[src/sphc_pkg.sv]
package sphc_pkg;

    // Fraction bits of the world coordinates
    localparam int FRAC_BITS = 16;

    // Centered coordinates in half pixels and their magnitude
    localparam int CTR_W  = 18;
    localparam int CMAG_W = 17;

    // x / sqrt(3): magnitude times round(2^32 / sqrt(3)), then a rounding shift
    localparam logic [31:0] INV_SQRT3_Q32 = 32'd2479700525;
    localparam int SHX  = 33 - FRAC_BITS;
    localparam int PX_W = CMAG_W + 32;

    // Divide by 3 through a reciprocal, exact for dividends below 2^19
    localparam int          RECIP3_SH = 19;
    localparam int          RECIP3_W  = 18;
    localparam logic [RECIP3_W-1:0] RECIP3 = RECIP3_W'((2**RECIP3_SH + 2) / 3);
    localparam int PY_W = CMAG_W + RECIP3_W;

    // Scaled magnitudes before the zoom gain
    localparam int MAG_W = 16 + FRAC_BITS;
    localparam logic [MAG_W-1:0] THIRD_1 = MAG_W'((2**FRAC_BITS + 1) / 3);
    localparam logic [MAG_W-1:0] THIRD_2 = MAG_W'((2 * 2**FRAC_BITS + 1) / 3);

    // Zoom gain product, Q8.24 gain
    localparam int GAIN_SH = 24;
    localparam int GP_W    = MAG_W + 32;

    // World values and the hex working width (Q.(FRAC_BITS+1))
    localparam int WORLD_W = 32;
    localparam int HEX_W   = WORLD_W + 2;
    localparam int INT_W   = HEX_W - FRAC_BITS + 2;
    localparam int ERR_W   = FRAC_BITS + 1;

    localparam logic signed [INT_W-1:0] OUT_MAX = INT_W'(32767);
    localparam logic signed [INT_W-1:0] OUT_MIN = INT_W'(-32768);

    // Register stages from input to output register
    localparam int PIPE_DEPTH = 8;
    localparam int CNT_W      = $clog2(PIPE_DEPTH + 2);

    // Grid layouts
    localparam logic LAYOUT_HEX  = 1'b0;
    localparam logic LAYOUT_RECT = 1'b1;

    // Configuration register indexes
    typedef enum logic [2:0] {
        REG_VIEWPORT_WIDTH  = 3'd0,
        REG_VIEWPORT_HEIGHT = 3'd1,
        REG_OFFSET_X        = 3'd2,
        REG_OFFSET_Y        = 3'd3,
        REG_ZOOM_GAIN       = 3'd4,
        REG_LAYOUT_MODE     = 3'd5
    } reg_index_t;

    typedef struct packed {
        logic [13:0]                viewport_width;
        logic [13:0]                viewport_height;
        logic signed [WORLD_W-1:0]  offset_x;
        logic signed [WORLD_W-1:0]  offset_y;
        logic [31:0]                zoom_gain;
        logic                       layout_mode;
    } cfg_t;

    // Scaled point: sign and magnitude per axis, before the gain
    typedef struct packed {
        logic             neg_x;
        logic [MAG_W-1:0] mag_x;
        logic             neg_y;
        logic [MAG_W-1:0] mag_y;
    } scaled_t;

    // World point, signed Q.FRAC_BITS
    typedef struct packed {
        logic [WORLD_W-1:0] wx;
        logic [WORLD_W-1:0] wy;
    } world_t;

endpackage

[src/sphc_scale.sv]
module sphc_scale (
    input  logic                 aclk,
    input  logic                 aresetn,
    input  sphc_pkg::cfg_t       cfg,
    input  logic                 in_valid,
    output logic                 in_ready,
    input  logic [15:0]          screen_x,
    input  logic [15:0]          screen_y,
    output logic                 out_valid,
    input  logic                 out_ready,
    output sphc_pkg::scaled_t    out_data
);

    logic [2:0] valid_reg;
    logic       adv0, adv1, adv2;

    // Stage 0: centered magnitudes
    logic [sphc_pkg::CTR_W-1:0]  mx2, my2;
    logic [sphc_pkg::CMAG_W-1:0] x_mag0_reg, y_mag0_reg;
    logic                        x_neg0_reg, y_neg0_reg;

    // Stage 1: products
    logic [sphc_pkg::PX_W-1:0]   px1_reg;
    logic [sphc_pkg::PY_W-1:0]   py1_reg;
    logic [sphc_pkg::CMAG_W-1:0] y_mag1_reg;
    logic                        x_neg1_reg, y_neg1_reg;

    // Stage 2: scaled values
    logic [sphc_pkg::PX_W:0]     px_rnd;
    logic [sphc_pkg::CMAG_W-1:0] quo, rem_full;
    logic [1:0]                  rem;
    logic [sphc_pkg::MAG_W-1:0]  third;
    sphc_pkg::scaled_t           scaled_next;
    sphc_pkg::scaled_t           out_reg;

    // Advance a stage when it is empty or its successor advances
    assign adv2     = !valid_reg[2] || out_ready;
    assign adv1     = !valid_reg[1] || adv2;
    assign adv0     = !valid_reg[0] || adv1;
    assign in_ready = adv0;

    always_ff @(posedge aclk) begin
        if (!aresetn) begin
            valid_reg <= '0;
        end else begin
            if (adv0) valid_reg[0] <= in_valid;
            if (adv1) valid_reg[1] <= valid_reg[0];
            if (adv2) valid_reg[2] <= valid_reg[1];
        end
    end

    // Center on the viewport in half pixels, flip y
    always_comb begin
        mx2 = {{(sphc_pkg::CTR_W-17){screen_x[15]}}, screen_x, 1'b0}
              - sphc_pkg::CTR_W'(cfg.viewport_width);
        my2 = sphc_pkg::CTR_W'(cfg.viewport_height)
              - {{(sphc_pkg::CTR_W-17){screen_y[15]}}, screen_y, 1'b0};
    end

    always_ff @(posedge aclk) begin
        if (adv0) begin
            x_neg0_reg <= mx2[sphc_pkg::CTR_W-1];
            x_mag0_reg <= mx2[sphc_pkg::CTR_W-1] ? sphc_pkg::CMAG_W'(-mx2)
                                                  : sphc_pkg::CMAG_W'(mx2);
            // y result carries the opposite sign of the centered row
            y_neg0_reg <= !my2[sphc_pkg::CTR_W-1] && (my2 != '0);
            y_mag0_reg <= my2[sphc_pkg::CTR_W-1] ? sphc_pkg::CMAG_W'(-my2)
                                                  : sphc_pkg::CMAG_W'(my2);
        end
    end

    // Multiply x by 1/sqrt(3), y by the reciprocal of 3
    always_ff @(posedge aclk) begin
        if (adv1) begin
            px1_reg    <= sphc_pkg::PX_W'(x_mag0_reg) * sphc_pkg::PX_W'(sphc_pkg::INV_SQRT3_Q32);
            py1_reg    <= sphc_pkg::PY_W'(y_mag0_reg) * sphc_pkg::PY_W'(sphc_pkg::RECIP3);
            y_mag1_reg <= y_mag0_reg;
            x_neg1_reg <= x_neg0_reg;
            y_neg1_reg <= y_neg0_reg;
        end
    end

    // Round x; rebuild y*2^F/3 from quotient and remainder, rounded to nearest
    always_comb begin
        px_rnd   = {1'b0, px1_reg}
                   + ((sphc_pkg::PX_W+1)'(1) << (sphc_pkg::SHX - 1));
        quo      = sphc_pkg::CMAG_W'(py1_reg >> sphc_pkg::RECIP3_SH);
        rem_full = y_mag1_reg - (quo + (quo << 1));
        rem      = rem_full[1:0];
        case (rem)
            2'd0:    third = '0;
            2'd1:    third = sphc_pkg::THIRD_1;
            default: third = sphc_pkg::THIRD_2;
        endcase
        scaled_next.neg_x = x_neg1_reg;
        scaled_next.mag_x = sphc_pkg::MAG_W'(px_rnd >> sphc_pkg::SHX);
        scaled_next.neg_y = y_neg1_reg;
        scaled_next.mag_y = (sphc_pkg::MAG_W'(quo) << sphc_pkg::FRAC_BITS) + third;
    end

    always_ff @(posedge aclk) begin
        if (adv2) begin
            out_reg <= scaled_next;
        end
    end

    assign out_valid = valid_reg[2];
    assign out_data  = out_reg;

endmodule

[config.mk]
export PLATFORM = sky130hd
export DESIGN_NAME = sphc_scale
export DESIGN_NICKNAME = d
export VERILOG_FILES = /design/src/sphc_pkg.sv /design/src/sphc_scale.sv
export SDC_FILE = /design/constraint.sdc
export NUM_CORES = 1
export LEC_CHECK = 0
export ABC_AREA = 0
export BUFFER_PORTS_ARGS = -buffer_cell sky130_fd_sc_hd__buf_2
export CORE_MARGIN = 4
export CORE_UTILIZATION = 55
export DETAILED_ROUTE_END_ITERATION = 12
export GPL_TIMING_DRIVEN = 0
export PLACE_DENSITY_LB_ADDON = 0.05
export SYNTH_ARGS = -nofsm -noshare
export SYNTH_HDL_FRONTEND = slang
export SYNTH_SLANG_ARGS = --single-unit
[constraint.sdc]
create_clock -name aclk -period 6.6 [get_ports aclk]
set_input_delay 0.33 -clock aclk [delete_from_list [all_inputs] [get_ports aclk]]
set_output_delay 0.33 -clock aclk [all_outputs]
set_load 0.02 [all_outputs]
==> impl_metrics.py <==
metrics = {
    "final_layout": {
        "fillers": 2892,
        "syn_to_final_growth_pct": 12.0,
        "ff_latch_area_mm2": 0.00432,
        "largest_reg_flops": 53,
        "layout-drive-gt1-share": 0.130,
        "multi_input_area_mm2": 0.0136,
        "layout.nets": 2802,
        "fin_area_mm2": 0.0220,
        "antenna_cells": 0,
    },
    "synth": {
        "synth_compound_area_frac": 0.0731,
        "synthMuxAreaShare": 0,
        "yosys.area_share.xor_xnor": 0.0615,
        "seq_area_frac_synth": 0.220,
        "synth_area_mm2": 0.0197,
        "synth_fa_ha_area_frac": 0.485,
        "synth_area_leaders": "fa_1 27%, edfxtp_1 22%, ha_1 22%, inv_1 8.7%, xnor2_1 4.0%",
        "yosysTopAreaCell": "fa_1",
        "synth_area_per_cell_um2": 10.7,
        "yosysWarningCount": 0,
        "synth.distinct_cells": 67,
        "syn-instance-count": 1844,
        "synth_top_family_by_area": "adder cells",
        "synth-seq-cells": 145,
        "async_flop_share": 0,
        "ys_dominant_reg_cell": "edfxtp_1",
        "synth.top_cells.by_count": "458 x inv_1, 339 x ha_1, 264 x fa_1, 142 x edfxtp_1, 89 x xnor2_1",
        "synth_nets": 2608,
        "synth_top_area_frac": 0.269,
        "synth_edf_count": 142,
        "synthSimpleGateAreaFrac": 0.0670,
        "post-synth-top-count-cell": "inv_1",
    },
    "sta": {
        "final_hold_viol_count": 0,
        "layout_min_cycle_time_ns": 6.42,
        "finalSetupTns_ns": 0,
        "fin_skew_ns": 0.0138,
        "setup_violations": 0,
        "rsz0062_at_grt": "yes",
        "relSlewSlack": 0.529,
        "period_share": 0.973,
        "fmax_mhz": 156,
        "slew_viol_final": 0,
        "setup_slack_ns": 0.178,
        "worst_pin_slew_ns": 0.707,
    },
    "global_route": {
        "grt_max_degree": 43,
        "grt_pass1_wl_um": 69000,
        "grt_overflow": 0,
        "antenna_found_initial": 0,
        "grt_util_met2": 0.338,
        "use_met1": 0.342,
        "busiest_layer": "met1",
        "grt.total_usage": 0.226,
        "use_met3": 0.0414,
        "grt_pass1_vias": 13400,
    },
    "critical_path": {
        "cp.arrival_ns": 6.62,
        "worstSetupPathType": "register to register",
        "cp-start-kind": "register",
        "end_kind": "register",
        "worstPathRequired_ns": 6.80,
        "path_max_fanout": 6,
    },
    "clock_tree": {
        "cts_buffers": 17,
        "clk_path_buf_depth": 2,
        "cts-root-buf": "clkbuf_16",
        "numClockSinks": 145,
        "clk_latency_ns": 0.46,
        "path_clk_slew_ns": 0.07,
        "cts_tree": "yes",
        "holdBufCountCts": 0,
        "ctsHtreeMaxLevel": 4,
    },
    "detailed_routing": {
        "vias_per_cell": 5.17,
        "ant_nets": 0,
        "drt_iter0_markers": 585,
        "vias": 13000,
        "wl_per_cell_um": 16.7,
        "drt-pass1-iter-count": 5,
        "wl_um": 41900,
        "drc": 0,
    },
    "floorplanning": {
        "die_x_um": 197,
        "io_pins": 229,
        "die_h_um": 197,
        "num_rows": 68,
        "initial_core_util": 0.564,
        "die-area_mm2": 0.0388,
        "core-area_mm2": 0.0349,
    },
    "placed_design": {
        "portBuffers": 131,
        "place.detailed.hpwl_um": 35400,
        "place_area_mm2": 0.0210,
        "place.gp.congestion": 0.950,
        "pre_cts_slack_ns": -0.727,
    },
    "run_status": {
        "run_status": "finished clean",
    },
    "worst_hold_path": {
        "min_path_type": "primary input to register",
    },
    "job": {
        "drv_cap": 0,
    },
}
[kinds of logic after synthesis]
logic type / count (synthesis)
flip-flops: 145
adder cells (fa/ha/maj): 603
AND/OR/NAND/NOR: 265
XOR/XNOR: 138
buffers and inverters: 475
AO/OA/AOI/OAI: 218
[critical path, cell delays in order, from the launching register on]
cell      delay (ns)
edfxtp_1        0.41
fa_1            0.59
inv_1           0.09
fa_1            0.48
inv_1           0.06
fa_1            0.46
fa_1            0.50
inv_1           0.06
fa_1            0.55
inv_1           0.07
fa_1            0.54
ha_2            0.31
a21o_1          0.19
a21o_1          0.20
a21oi_4         0.18
nand3_2         0.11
nor3_4          0.30
o31ai_4         0.07
buf_4           0.17
a221oi_4        0.34
nor4_1          0.11
a211oi_1        0.24
xnor2_1         0.12
[layout by cell type, fill, tap and decap left out, types with 8 or more instances in the layout]
cell       count
o21a_1        12
a21o_1        36
nor2_1        67
nand4_1       11
o21bai_1       9
clkbuf_16     17
fa_1         262
nand2_1       60
nor2b_1       11
buf_2        131
a31oi_1        8
xnor2_1       89
edfxtp_1     142
inv_1        456
nand3_1       25
and3_1        18
buf_4         54
o21ai_0       25
ha_1         337
nor3_1        21
a21oi_1       67
xor2_1        49
or2_2         10
[stage by stage]
step | hold slack (ns) | utilization | cells
2_1_floorplan | 0.400 | - | 1844
3_3_place_gp | 0.401 | 0.599 | 2430
3_5_place_dp | 0.405 | 0.601 | 2433
4_1_cts | 0.0708 | 0.626 | 2492
5_1_grt | 0.0792 | 0.631 | 2505
6_report | 0.0996 | 0.631 | 2505
[repair_timing]
item	4_1_cts	5_1_grt
buffers inserted	28	13
gates resized for setup	11	22
endpoints found under the setup margin	17	18
pin swaps	1	7
[path summary, 6_finish.rpt]
kind / start / to / slack (ns) / cells after the start
worst max-delay path: x_mag0_reg[5]$_DFFE_PP_ / px1_reg[48]$_DFFE_PP_ / 0.18 / 22
worst min-delay path: cfg[97] / y_mag0_reg[0]$_DFFE_PP_ / 0.1 / 1
worst max register to register: x_mag0_reg[5]$_DFFE_PP_ / px1_reg[48]$_DFFE_PP_ / 0.18 / 22
worst min register to register: py1_reg[26]$_DFFE_PP_ / out_data[23]$_DFFE_PP_ / 0.42 / 0
[area by class of cell]
| cell class | instances | area share |
|---|---|---|
| clock inverters | 14 | 0.00853 |
| plain buffers | 16 | 0.00529 |
| repair buffers | 175 | 0.0465 |
| clock buffers | 17 | 0.0193 |
| flip-flops and latches | 145 | 0.196 |
| well taps | 455 | 0.0259 |
| multi-input cells | 1224 | 0.620 |
| inverters | 459 | 0.0785 |
[routing by layer]
metal | vias to the layer above | wire, um
met5 | - | 0
met4 | 0 | 722
met3 | 38 | 2300
met2 | 276 | 18600
met1 | 6248 | 20300
li1 | 6391 | -
Power is not shown: default switching activity piles up to over one toggle a cycle in this logic, so the estimate is an artifact.
