**src/sphc_pkg.sv**
```systemverilog
package sphc_pkg;

    // Fraction bits of the world coordinates
    localparam int FRAC_BITS = 16;

    // Centered coordinates in half pixels and their magnitude
    localparam int CTR_W  = 18;
    localparam int CMAG_W = 17;

    // x / sqrt(3): magnitude times round(2^32 / sqrt(3)), then a rounding shift
    localparam logic [31:0] INV_SQRT3_Q32 = 32'd2479700525;
    localparam int SHX  = 33 - FRAC_BITS;
    localparam int PX_W = CMAG_W + 32;

    // Divide by 3 through a reciprocal, exact for dividends below 2^19
    localparam int          RECIP3_SH = 19;
    localparam int          RECIP3_W  = 18;
    localparam logic [RECIP3_W-1:0] RECIP3 = RECIP3_W'((2**RECIP3_SH + 2) / 3);
    localparam int PY_W = CMAG_W + RECIP3_W;

    // Scaled magnitudes before the zoom gain
    localparam int MAG_W = 16 + FRAC_BITS;
    localparam logic [MAG_W-1:0] THIRD_1 = MAG_W'((2**FRAC_BITS + 1) / 3);
    localparam logic [MAG_W-1:0] THIRD_2 = MAG_W'((2 * 2**FRAC_BITS + 1) / 3);

    // Zoom gain product, Q8.24 gain
    localparam int GAIN_SH = 24;
    localparam int GP_W    = MAG_W + 32;

    // World values and the hex working width (Q.(FRAC_BITS+1))
    localparam int WORLD_W = 32;
    localparam int HEX_W   = WORLD_W + 2;
    localparam int INT_W   = HEX_W - FRAC_BITS + 2;
    localparam int ERR_W   = FRAC_BITS + 1;

    localparam logic signed [INT_W-1:0] OUT_MAX = INT_W'(32767);
    localparam logic signed [INT_W-1:0] OUT_MIN = INT_W'(-32768);

    // Register stages from input to output register
    localparam int PIPE_DEPTH = 8;
    localparam int CNT_W      = $clog2(PIPE_DEPTH + 2);

    // Grid layouts
    localparam logic LAYOUT_HEX  = 1'b0;
    localparam logic LAYOUT_RECT = 1'b1;

    // Configuration register indexes
    typedef enum logic [2:0] {
        REG_VIEWPORT_WIDTH  = 3'd0,
        REG_VIEWPORT_HEIGHT = 3'd1,
        REG_OFFSET_X        = 3'd2,
        REG_OFFSET_Y        = 3'd3,
        REG_ZOOM_GAIN       = 3'd4,
        REG_LAYOUT_MODE     = 3'd5
    } reg_index_t;

    typedef struct packed {
        logic [13:0]                viewport_width;
        logic [13:0]                viewport_height;
        logic signed [WORLD_W-1:0]  offset_x;
        logic signed [WORLD_W-1:0]  offset_y;
        logic [31:0]                zoom_gain;
        logic                       layout_mode;
    } cfg_t;

    // Scaled point: sign and magnitude per axis, before the gain
    typedef struct packed {
        logic             neg_x;
        logic [MAG_W-1:0] mag_x;
        logic             neg_y;
        logic [MAG_W-1:0] mag_y;
    } scaled_t;

    // World point, signed Q.FRAC_BITS
    typedef struct packed {
        logic [WORLD_W-1:0] wx;
        logic [WORLD_W-1:0] wy;
    } world_t;

endpackage

```
**src/sphc_round.sv**
```systemverilog
module sphc_round (
    input  logic                 aclk,
    input  logic                 aresetn,
    input  sphc_pkg::cfg_t       cfg,
    input  logic                 in_valid,
    output logic                 in_ready,
    input  sphc_pkg::world_t     in_data,
    output logic                 out_valid,
    input  logic                 out_ready,
    output logic [15:0]          cell_col,
    output logic [15:0]          cell_row
);

    typedef struct packed {
        logic signed [sphc_pkg::INT_W-1:0] val;
        logic [sphc_pkg::ERR_W-1:0]        err;
    } rnd_t;

    logic [1:0] valid_reg;
    logic       adv0, adv1;

    logic [sphc_pkg::HEX_W-1:0] wx_e, wy_e, wx2, r_v, q_v, s_v;
    rnd_t q_rnd_reg, r_rnd_reg, s_rnd_reg;
    logic signed [sphc_pkg::INT_W-1:0] col_rect_reg, row_rect_reg;
    logic signed [sphc_pkg::INT_W-1:0] qf, rf, col_sel, row_sel;
    logic [15:0] col_reg, row_reg;

    // Round Q.(F+1) to integer half away from zero, keep the error
    function automatic rnd_t round_hex(input logic [sphc_pkg::HEX_W-1:0] v);
        logic                                        neg;
        logic [sphc_pkg::HEX_W-1:0]                  m;
        logic [sphc_pkg::HEX_W:0]                    t;
        logic [sphc_pkg::HEX_W-sphc_pkg::FRAC_BITS-1:0] im;
        logic [sphc_pkg::ERR_W-1:0]                  fr;
        logic [sphc_pkg::INT_W-1:0]                  ext;
        rnd_t                                        res;
        neg = v[sphc_pkg::HEX_W-1];
        m   = neg ? -v : v;
        t   = {1'b0, m} + ((sphc_pkg::HEX_W+1)'(1) << sphc_pkg::FRAC_BITS);
        im  = t[sphc_pkg::HEX_W:sphc_pkg::FRAC_BITS+1];
        fr  = m[sphc_pkg::FRAC_BITS:0];
        ext = sphc_pkg::INT_W'(im);
        res.val = neg ? -ext : ext;
        res.err = fr[sphc_pkg::FRAC_BITS] ? (~fr + 1'b1) : fr;
        return res;
    endfunction

    // Round Q.F to integer half away from zero
    function automatic logic [sphc_pkg::INT_W-1:0] round_rect(
        input logic [sphc_pkg::HEX_W-1:0] v
    );
        logic                                          neg;
        logic [sphc_pkg::HEX_W-1:0]                    m;
        logic [sphc_pkg::HEX_W:0]                      t;
        logic [sphc_pkg::HEX_W-sphc_pkg::FRAC_BITS:0]  im;
        logic [sphc_pkg::INT_W-1:0]                    ext;
        neg = v[sphc_pkg::HEX_W-1];
        m   = neg ? -v : v;
        t   = {1'b0, m} + ((sphc_pkg::HEX_W+1)'(1) << (sphc_pkg::FRAC_BITS - 1));
        im  = t[sphc_pkg::HEX_W:sphc_pkg::FRAC_BITS];
        ext = sphc_pkg::INT_W'(im);
        return neg ? -ext : ext;
    endfunction

    // Clamp to the 16-bit signed output range
    function automatic logic [15:0] sat16(input logic signed [sphc_pkg::INT_W-1:0] v);
        if (v > sphc_pkg::OUT_MAX) begin
            return 16'h7FFF;
        end else if (v < sphc_pkg::OUT_MIN) begin
            return 16'h8000;
        end
        return v[15:0];
    endfunction

    assign adv1     = !valid_reg[1] || out_ready;
    assign adv0     = !valid_reg[0] || adv1;
    assign in_ready = adv0;

    always_ff @(posedge aclk) begin
        if (!aresetn) begin
            valid_reg <= '0;
        end else begin
            if (adv0) valid_reg[0] <= in_valid;
            if (adv1) valid_reg[1] <= valid_reg[0];
        end
    end

    // Form axial q, r, s in Q.(F+1) so that q = x - y/2 stays exact
    always_comb begin
        wx_e = {{(sphc_pkg::HEX_W-sphc_pkg::WORLD_W){in_data.wx[sphc_pkg::WORLD_W-1]}},
                in_data.wx};
        wy_e = {{(sphc_pkg::HEX_W-sphc_pkg::WORLD_W){in_data.wy[sphc_pkg::WORLD_W-1]}},
                in_data.wy};
        wx2  = wx_e << 1;
        r_v  = wy_e << 1;
        q_v  = wx2 - wy_e;
        s_v  = -q_v - r_v;
    end

    always_ff @(posedge aclk) begin
        if (adv0) begin
            q_rnd_reg    <= round_hex(q_v);
            r_rnd_reg    <= round_hex(r_v);
            s_rnd_reg    <= round_hex(s_v);
            col_rect_reg <= round_rect(wx_e);
            row_rect_reg <= round_rect(wy_e);
        end
    end

    // Rebuild the component with the largest error, convert to odd-r offset; rect layout takes the rounded x, y
    always_comb begin
        qf = q_rnd_reg.val;
        rf = r_rnd_reg.val;
        if (q_rnd_reg.err > r_rnd_reg.err && q_rnd_reg.err > s_rnd_reg.err) begin
            qf = -r_rnd_reg.val - s_rnd_reg.val;
        end else if (r_rnd_reg.err > s_rnd_reg.err) begin
            rf = -q_rnd_reg.val - s_rnd_reg.val;
        end
        if (cfg.layout_mode == sphc_pkg::LAYOUT_RECT) begin
            col_sel = col_rect_reg;
            row_sel = row_rect_reg;
        end else begin
            col_sel = qf + (rf >>> 1);
            row_sel = rf;
        end
    end

    always_ff @(posedge aclk) begin
        if (adv1) begin
            col_reg <= sat16(col_sel);
            row_reg <= sat16(row_sel);
        end
    end

    assign out_valid = valid_reg[1];
    assign cell_col  = col_reg;
    assign cell_row  = row_reg;

endmodule

```
**config.mk**
```make
export PLATFORM = sky130hd
export DESIGN_NAME = sphc_round
export DESIGN_NICKNAME = d
export VERILOG_FILES = /design/src/sphc_pkg.sv /design/src/sphc_round.sv
export SDC_FILE = /design/constraint.sdc
export NUM_CORES = 1
export LEC_CHECK = 0
export BUFFER_PORTS_ARGS = -buffer_cell sky130_fd_sc_hd__buf_2
export CORE_MARGIN = 2
export CORE_UTILIZATION = 55
export CTS_CLUSTER_DIAMETER = 40
export DETAILED_ROUTE_END_ITERATION = 6
export PLACE_DENSITY = 0.75
export SYNTH_ARGS = -nofsm -noshare
export SYNTH_HDL_FRONTEND = slang
export SYNTH_SLANG_ARGS = --single-unit
```
**constraint.sdc**
```tcl
create_clock -name aclk -period 11.2 [get_ports aclk]
set_clock_uncertainty 0.05 [all_clocks]
set_input_delay 1.12 -clock aclk [delete_from_list [all_inputs] [get_ports aclk]]
set_output_delay 1.12 -clock aclk [all_outputs]
set_load 0.02 [all_outputs]
```
==> reports/summary.md, run 1 <==
Element type at the critical path end: a flip-flop. The min-delay analysis places its worst path in the category reg -> reg. In this run the worst path has a maximum fanout of 18. The number of slew-limit violations in the final report was 0.

For this run, the slowest stage of the critical path takes 0.54 ns. The floorplan step defined a die boundary enclosing 42700 um2. The synthesized design contains 165 register bits. The total number of placement rows is 74. The number of antenna violations at the first check in global routing was 5. The run gives 0 as the number of warning messages in the yosys log. For the pin with the worst max-slew slack, the measured transition is 1.01 ns. The logs give 21.8% for the register area share after synthesis and 0 for the number of nets with antenna violations after routing. Measured against its own limit, the worst slew margin works out to 32.8%.

Measured along the y axis, the die boundary spans 207 um. TritonCTS created 17 clock buffers. The number of hold buffers added after CTS was 0. Across the VDD grid, the largest voltage drop is 215 uV. The flow ran to the end, and the final reports show no timing, DRC or antenna violations. The wire length per cell is 19.8 um, and the via count of the first global-routing pass is 19.8k. Summed over all layers, the routed wires come to 66700 um. The final worst-path cycle share works out to 87.5%. For the worst hold slack, the log shows 0.501 ns. The cell with the largest stage delay on the worst path is fa_1. The number of buffers and inverters on the critical path is 4. Post-CTS timing repair inserted 0 buffers for setup. Counting every instance in the synthesized netlist gives 2785. After clock tree synthesis, the clock-pin slew on the worst setup and hold paths is 0.07 ns. Per-cell via count in the routed design: 6.31. The final net count is 3246. The count of buffers added on input and output ports is 102. Clock tree synthesis found a total of 165 sinks. The top cell types in the final layout, fill and taps aside, are xnor2_1 (278), nand2_1 (224), ha_1 (219). The run gives 0.46 ns as the latest clock arrival within the worst-skew pair. At the worst endpoint, the arrival time is 9.96 ns.

The sum of internal, switching and leakage power is 7.38 mW, and the number of DRC violations after detailed-routing iteration 0 is 2117. For this run, the leading register cell type out of synthesis is edfxtp_1. The number of nets handed over by synthesis was 3203. The post-place instance area is 23600 um2.

Measured along the x axis, the die boundary spans 207 um. STA classifies the critical path startpoint as an input port. The number of flip-flops under the largest register name came out at 37.

The most common cell after layout, fill and taps aside is xnor2_1. The worst path needs 9.80 ns of the cycle, external delays included. The region available for standard cell placement spans 40700 um2.

Compared with the post-synthesis result, the final layout area differs by 6.98%. The tools report the cell at the root of the clock tree as clkbuf_16. Entering global routing, the biggest net connects 61 pins. In the final timing run, aggregate negative setup slack is 0 ns. The run gives 21.3k as the total number of vias. In the synthesized netlist the async set-or-reset flop fraction comes to 0%.

At the end of routability-driven placement, the weighted congestion stood at 1.01. Once the clock tree was built, the resizer swapped 0 gates to a different size. In the final layout, the share of cells above drive strength 1 is 9.05%.

Setup violations remaining at the end of the flow were counted as 0. The total count of hold-check failures in the final report is 0. Across the run, the number of max-cap violations was 0.

For this design the ratio of total power to cell area is 305 nW/um2. The clock passes through at most 2 buffers. The distinct cell type count after synthesis was 112. The critical path in this run is classified as in -> reg. The total overflow reported by the global router was 0; the iteration count of the initial detailed-routing pass was 6.

Grouping stages by cell kind, the critical path spends the most delay in simple AND/OR/NAND/NOR gates. Setup repair after global routing left no endpoint under its margin. Detailed placement ended at an HPWL of 54700 um. Summing every instance area after synthesis gives 22600 um2. Fmax: 102 MHz. The I/O pin total is 227, and the number of synthesized flops with an enable pin is 163. The run gives 31.1% as the global router's overall resource usage. Summed over all cells, the static leakage comes to 10.0 nW. The final design instance area without fill came out at 24200 um2.

The logs give 11.36 ns for the endpoint required time on the critical path and 4 for the total number of H-tree levels. For this configuration, the core starts out at a cell density of 55.5%. TritonCTS built the clock tree. The first global-routing pass estimated 104000 um of wire.

For this run, design rule violations remaining after detail routing come to 0. Synthesized area per cell: 8.12 um2.
power by group:
part | internal, mW | total [mW] | switching, mW
combinational | 2.17 | 5.58 | 3.41
clock | 0.303 | 0.602 | 0.299
sequential | 1.07 | 1.20 | 0.131
total | 3.55 | 7.38 | 3.84
Yosys cell counts (all sizes together) (29+ instances only):
cell,instances,area [um2]
xnor2,283,2520
nand2,226,851
ha,219,2740
nor2,196,736
o21ai,196,996
inv,192,721
a21oi,187,958
edfxtp,163,4890
xor2,107,937
clkbuf,78,293
nand3,77,390
nor3,69,372
a21o,62,465
a31oi,45,282
nand4,43,275
or3,41,257
and3,35,219
nor4,35,238
mux2i,30,300
and2,29,181
nand2b,29,181
o21bai,29,221
o31ai,29,223
area by class of cell:
| class | count | area (um2) |
|---|---|---|
| multi-input combinational | 2328 | 16600 |
| fill | 3697 | 16600 |
| antenna | 2 | 5.00 |
| sequential | 165 | 4930 |
| inverter | 192 | 721 |
| tap | 532 | 666 |
| clock inverter | 15 | 185 |
| timing repair buffer | 124 | 676 |
| clock buffer | 17 | 425 |
path summary, 6_finish.rpt:
kind	to	slack [ns]	depth (start not counted)	startpoint
worst max-delay path	s_rnd_reg[32]	1.40	32	in_data[1]
worst min-delay path	valid_reg[1]	0.50	1	valid_reg[0]
worst max register to register	cell_col[1]	3.69	30	q_rnd_reg[1]
worst min register to register	valid_reg[1]	0.50	1	valid_reg[0]
cell families (layout without fill, tap and decap cells):
family,Yosys count,count (layout),synth area share [%]
AND/OR/NAND/NOR,902,902,20.7
AO/OA/AOI/OAI,769,769,22.7
XOR/XNOR,390,390,15.3
buffers and inverters,292,348,4.96
adder cells (fa/ha/maj),225,225,12.7
flip-flops,165,165,21.8
multiplexers,42,42,1.93
other,0,2,0
per-stage QoR:
| step | std cells | util [%] | setup WS (ns) |
|---|---|---|---|
| after floorplan | 2785 | - | 2.49 |
| after CTS | 3373 | 59.4 | 1.54 |
| after global routing | 3375 | 59.4 | 0.727 |
| after detailed placement | 3341 | 57.9 | 1.05 |
| final | 3375 | 59.4 | 1.40 |
| after global placement | 3341 | 57.9 | 1.26 |
metal layers:
| layer | up-vias | GRT usage (%) | wire [um] |
|---|---|---|---|
| li1 | 10300 | - | - |
| met1 | 10100 | 43.1 | 30100 |
| met2 | 757 | 49.9 | 30000 |
| met3 | 115 | 3.75 | 4490 |
| met4 | 2 | 11.7 | 2190 |
| met5 | - | 0 | 13 |
Power figures use the tool's default switching activity.
==> run 2: changes to the inputs <==
--- a/config.mk
+++ b/config.mk
@@ -6,6 +6,7 @@
 export NUM_CORES = 1
 export LEC_CHECK = 0
 export BUFFER_PORTS_ARGS = -buffer_cell sky130_fd_sc_hd__buf_2
+export CORE_ASPECT_RATIO = 2
 export CORE_MARGIN = 2
 export CORE_UTILIZATION = 55
 export CTS_CLUSTER_DIAMETER = 40
==> run 2 against run 1 <==
Against the previous run: the flow now finishes with violations (design-rule violations); clock power decreased by 3%; worst hold slack better by 0.017 ns; power is 3.8% higher; die area increased by 0.23%; largest cell class unchanged.
==> reports/summary.md, run 2 (synthesis results as in run 1) <==
Leaving out fill and tap cells, the most frequent cell in the layout is xnor2_1. Number of DRC violations after detailed-routing iteration 0: 1116 (-47%). For the full die area, the log shows 42800 um2 (+0.23%).

The wire length of the first global-routing pass was 112000 um (+7.4%). The relative slew slack was 35.6% (+2.8 points); the initial standard-cell utilization of the core was 55.3% (-0.16 points). The die boundary height works out to 291 um (+41%). The synthesis-to-layout area growth came out at 7.03% (about the same).

Setup repair after global routing left no endpoint under its margin. The worst stage delay on the critical path is 0.58 ns (+0.04 ns). The overall die width works out to 147 um (-29%). Weighted congestion reported at the end of routability-driven placement: 1.01 (-0.47%). For the leakage dissipation, the log shows 10.0 nW (about the same). The number of maximum-capacitance violations is 0 (unchanged). The number of slew-limit violations in the final report was 0 (unchanged). The total number of vias was 21.6k (+1.3%); the clock-pin slew on the worst setup and hold paths was 0.07 ns (about the same). The actual transition at the worst max-transition pin is 0.954 ns (-0.0533 ns). Gate family responsible for the most delay along the worst path: simple AND/OR/NAND/NOR gates. For the endpoint required time on the critical path, the log shows 11.34 ns (-0.02 ns). The run finished, with violations left. By startpoint and endpoint, the worst setup path is classified as in -> reg. Per-cell via count in the routed design: 6.37 (+0.97%).

The element type at the critical path end is a flip-flop. The global router's overall resource usage was 33.9% (+2.8 points); the number of buffers and inverters on the critical path was 4 (unchanged). The setup slack after placement is 0.820 ns (-0.226 ns). The total core area was 40900 um2 (+0.29%). For the arrival time at the worst endpoint, the log shows 10.19 ns (+0.23 ns). Total number of placement rows: 105 (+42%).

STA classifies the critical path startpoint as an input port. The pin count of the biggest net entering global routing is 60 (-1.6%), and the wire length per cell is 22.1 um (+12%). In this design, the critical path's most frequently occurring cell is and3_1. For the slack of the worst reg-to-reg path, the log shows 3.50 ns (-0.19 ns).

For the fmax, the log shows 99.5 MHz (-2.5%). The cell with the largest stage delay on the worst path is fa_1. The run gives 17 (unchanged) as the number of buffers created by CTS. Total length of routed wires: 74800 um (+12%). The run gives 0 (unchanged) as the post-CTS setup buffer count.

The total stage count of the critical path was 32 (unchanged). The worst reg2reg path endpoint was cell_col[13]. The cell sitting at the root of the clock tree is a clkbuf_16. The final-layout setup total negative slack is 0 ns (unchanged), and the cell depth of the worst flop-to-flop path is 32 (+6.7%).

In this run the worst setup path terminates at s_rnd_reg[32]. The power density over the cells came out at 317 nW/um2 (+3.7%). The tools report the maximum count of clock buffers along a single path as 2 (unchanged).

The final worst-path cycle share was 89.8% (+2.2 points); the final setup slack of the worst path was 1.15 ns (-0.249 ns). The logs give 7.66 mW (+3.8%) for the sum of internal, switching and leakage power and 227 (unchanged) for the I/O pin total. The startpoint of the worst setup timing path is in_data[1]. The number of nets with antenna violations after routing was 0 (unchanged). Number of gates resized after cts: 0 (unchanged). The setup violation total in the final timing report was 0 (unchanged); the number of buffers inserted for hold repair after clock tree synthesis was 0 (unchanged). The final reports fail on design-rule violations.

The port buffer count was 102 (unchanged); the top fanout value on the critical path was 18 (unchanged). Share of post-route cells with drive strength above 1: 9.14% (+0.093 points). The total overflow reported by the global router was 0 (unchanged); the count of clock tree sinks was 165 (unchanged). The number of flip-flops under the largest register name came out at 37 (unchanged). The total count of hold-check failures in the final report is 0 (unchanged). The latest clock arrival within the worst-skew pair was 0.44 ns (-0.02 ns). The iteration count of the initial detailed-routing pass was 7 (+1).

The run gives 4 (unchanged) as the total number of H-tree levels. The final critical path time including I/O delays and setup works out to 10.05 ns (+0.249 ns). The run gives 3250 (+0.12%) as the final net count. The peak supply drop was 160 uV (-25%).

The via count of the first global-routing pass came out at 21.2k (+6.8%). The total half-perimeter wirelength after legalization and detailed placement was 62800 um (+15%). In the layout the commonest cells are xnor2_1 (278), nand2_1 (224), ha_1 (219). The tools report the DRC violation count after routing as 2 (+2).

The startpoint identified for the worst register-to-register timing path is q_rnd_reg[0]. The number of antenna violations at the first check in global routing was 5 (unchanged). The tightest min-delay check is of the reg -> reg type.

TritonCTS built the clock tree.
[run 2: metal layers]
layer | share of wire, % | vias to the layer above | track usage [%]
li1 | - | 10300 | -
met1 | 31 | 10200 | 28.5
met2 | 53 | 766 | 64.8
met3 | 3.7 | 327 | 3.85
met4 | 12 | 4 | 35.2
met5 | 0.033 | - | 0
[run 2: worst min path at each step]
stage                  from           end  slack (ns)  cells after the start
2_1_floorplan  valid_reg[0]  valid_reg[1]        0.41                      1
3_3_place_gp   valid_reg[0]  valid_reg[1]        0.48                      1
3_5_place_dp   valid_reg[0]  valid_reg[0]        0.51                      2
4_1_cts        valid_reg[0]  valid_reg[0]        0.52                      2
5_1_grt        valid_reg[0]  valid_reg[0]        0.54                      2
6_report       valid_reg[0]  valid_reg[0]        0.52                      2
[run 2: metrics by stage]
| stage | hold WS, ns | utilization (%) | area (um2) | cells |
|---|---|---|---|---|
| 2_1_floorplan | 0.413 | - | 22600 | 2785 |
| 3_3_place_gp | 0.480 | 57.8 | 23600 | 3348 |
| 3_5_place_dp | 0.508 | 57.8 | 23600 | 3348 |
| 4_1_cts | 0.518 | 59.2 | 24200 | 3380 |
| 5_1_grt | 0.543 | 59.2 | 24200 | 3382 |
| 6_report | 0.518 | 59.2 | 24200 | 3386 |
[run 2: area by class of cell]
cell class / count / area (um2)
Multi-Input combinational cell: 2328 / 16600
Fill cell: 3709 / 16700
Clock inverter: 14 / 148
Sequential cell: 165 / 4930
Clock buffer: 18 / 429
Inverter: 192 / 721
Timing Repair Buffer: 128 / 706
Antenna cell: 6 / 15.0
Tap cell: 535 / 669
[run 2: worst min-delay path: cells and delay by family (launching register included)]
kind / cells / cell delay (ns)
compound gates: 1 / 0.13
flops: 1 / 0.35
simple gates: 1 / 0.05
[run 2: power by group]
part,internal (mW),total (mW),switching [mW],leakage [nW]
Combinational,2.18,5.87,3.70,8.02
Sequential,1.07,1.20,0.135,1.73
Clock,0.313,0.582,0.269,0.275
==> run 3: changes to the inputs <==
--- a/config.mk
+++ b/config.mk
@@ -11,7 +11,9 @@
 export CORE_UTILIZATION = 55
 export CTS_CLUSTER_DIAMETER = 40
 export DETAILED_ROUTE_END_ITERATION = 6
+export GPL_TIMING_DRIVEN = 0
 export PLACE_DENSITY = 0.75
+export SKIP_CTS_REPAIR_TIMING = 1
 export SYNTH_ARGS = -nofsm -noshare
 export SYNTH_HDL_FRONTEND = slang
 export SYNTH_SLANG_ARGS = --single-unit
==> run 3 against run 2 <==
Against the previous run: sequential power hardly changed; largest cell class unchanged; setup slack worse by 0.49 ns; the run now ends clean; non-clock buffer count up 73; combinational power down 0.7%; utilization is 0.70 points higher; first-iteration DRC count grew 11%; power is 0.29% lower; sequential share of layout area is 0.24 points lower; wire length up 1.9%; via count increased by 1.5%; critical path depth is 3 higher; final cell count increased by 2.2%.
==> reports/summary.md, run 3 (synthesis results as in run 1) <==
The flow ran to the end, and the final reports show no timing, DRC or antenna violations. The final worst-path cycle share works out to 94.2% (+4.4 points). The pin count of the biggest net entering global routing was 76 (+27%); the worst hold slack was 0.515 ns (-0.00294 ns). The wire length per cell was 22.0 um (-0.33%).

The number of maximum-capacitance violations was 0 (unchanged); the sum of internal, switching and leakage power was 7.64 mW (-0.29%). The length of routed wiring on met1 came out at 24000 um (+4.3%). The run gives 4.36% (-31 points) as the relative slew slack. TritonCTS built the clock tree.

The tools report the final design instance area without fill as 24500 um2 (+1.2%). Dominant cell type by count on the critical path: and3_1. For the arrival time at the worst endpoint, the log shows 10.70 ns (+0.51 ns).

The overall die width was 147 um (unchanged); the number of buffers created by CTS was 17 (unchanged). The slack of the worst reg-to-reg path is 2.66 ns (-0.84 ns), and the total overflow reported by the global router is 0 (unchanged). The worst setup path is of the in -> reg kind. The run gives 22.0k (+3.9%) as the via count of the first global-routing pass. The number of flip-flops under the largest register name works out to 37 (unchanged). Final net count: 3323 (+2.2%).

The cell at the root of the clock tree is clkbuf_16. The per-cell via count in the routed design was 6.32 (-0.71%). The top fanout value on the critical path is 10 (-8), and the area occupied by registers is 4930 um2 (unchanged). Weighted congestion reported at the end of routability-driven placement: 1.02 (+1.1%). The top layer used by detailed routing was met4. Number of slew-limit violations in the final report: 0 (unchanged). The share of post-route cells with drive strength above 1 is 8.50% (-0.64 points), and the peak supply drop is 191 uV (+19%). The synthesis-to-layout area growth was 8.29%; the power density over the cells was 312 nW/um2 (-1.5%). The run gives 165 (unchanged) as the count of clock tree sinks. Latest clock arrival within the worst-skew pair: 0.46 ns (+0.02 ns).

The actual transition at the worst max-transition pin is 1.42 ns (+0.467 ns), and the total number of vias is 21.9k (+1.5%). The DRC violation count after routing was 0 (-2). The multi-input gate area in the final layout is 16600 um2 (unchanged). Total length of routed met3 wires: 2780 um (+0.62%).

The I/O pin total is 227 (unchanged). The die boundary height is 291 um (unchanged). The cell with the largest stage delay on the worst path was fa_1. The worst hold path belongs to the class reg -> reg. The number of DRC violations after detailed-routing iteration 0 is 1236 (+11%), and the leakage dissipation is 10.1 nW (+0.72%). For the maximum count of clock buffers along a single path, the log shows 2 (unchanged). The total number of placement rows is 105 (unchanged), and the number of antenna violations at the first check in global routing is 6 (+1). The fmax was 94.8 MHz (-4.7%). The tools report the global router's overall resource usage as 34.9% (+0.99 points). The sum of met2 wire segment lengths after detailed routing was 38900 um (-2.3%). The clock-pin slew on the worst setup and hold paths came out at 0.08 ns (about the same). The library cell used most frequently in the layout, excluding fill and tap cells, is xnor2_1. The run gives 59.9% (+0.70 points) as the utilization after layout.

The port buffer count is 99 (-2.9%), and the total number of H-tree levels is 4 (unchanged). Setup repair after global routing left no endpoint under its margin. The number of nets with antenna violations after routing was 0 (unchanged); the worst stage delay on the critical path was 0.50 ns (-0.08 ns).

The run gives 0 (unchanged) as the setup violation total in the final timing report. The initial standard-cell utilization of the core came out at 55.3% (unchanged). The post-place instance area was 23800 um2 (+1.0%); the total instance count after detailed placement was 3421 (+2.2%).

The element type at the critical path end is a flip-flop. The tools report the kind of launch point of the worst setup path as an input port. The run gives 5 (-2) as the iteration count of the initial detailed-routing pass. In the layout the commonest cells are xnor2_1 (278), nand2_1 (224), ha_1 (219). The full die area was 42800 um2 (unchanged). The final critical path time including I/O delays and setup is 10.55 ns (+0.493 ns), and the total length of routed wires is 76100 um (+1.9%). The total half-perimeter wirelength after legalization and detailed placement was 64500 um (+2.7%); the total count of hold-check failures in the final report was 0 (unchanged). The logs give 3721 (+0.32%) for the fill cell total of the finished layout and 11.35 ns (about the same) for the endpoint required time on the critical path. The total core area is 40900 um2 (unchanged), and the wire length of the first global-routing pass is 116000 um (+3.4%). The tools report the filler-free cell count of the finished design as 3460 (+2.2%).
[run 3: per-stage QoR]
step,worst slack (ns),setup TNS (ns)
floorplan,2.49,0
finish,0.653,0
detailed placement,-0.0295,-0.0295
global route,0.0208,0
global placement,0.228,0
CTS,0.434,0
[run 3: final timing paths]
| path | start | depth (start not counted) | end |
|---|---|---|---|
| worst max-delay path | in_data[0] | 35 | s_rnd_reg[32] |
| worst max register to register | q_rnd_reg[1] | 30 | cell_col[11] |
| worst min-delay path | valid_reg[0] | 1 | valid_reg[1] |
| worst min register to register | valid_reg[0] | 1 | valid_reg[1] |
[run 3: where the power goes]
part,switching [mW],internal [mW]
logic,3.66,2.17
clock network,0.288,0.321
registers,0.130,1.07
[run 3: critical path: cells and delay by family]
kind / cells / cell delay [ns]
buffers and inverters: 7 / 1.84
AND/OR/NAND/NOR: 12 / 3.37
multiplexers: 1 / 0.32
adder cells (fa/ha/maj): 3 / 1.05
XOR/XNOR: 4 / 0.91
AO/OA/AOI/OAI: 8 / 2.08
[run 3: per-layer routing]
metal / global-route usage, % / up-vias
met4: 39.0 / 0
met3: 3.94 / 355
met5: 0 / -
li1: - / 10500
met2: 64.4 / 810
met1: 30.1 / 10300
[run 3: final cells by class]
cell class	instances	area share (%)
buffer	100	1.65
tap	535	2.73
clock buffer	17	1.74
antenna	7	0.0716
clock inverter	15	0.762
timing repair buffer	101	2.25
inverter	192	2.94
sequential	165	20.2
multi-input combinational	2328	67.7
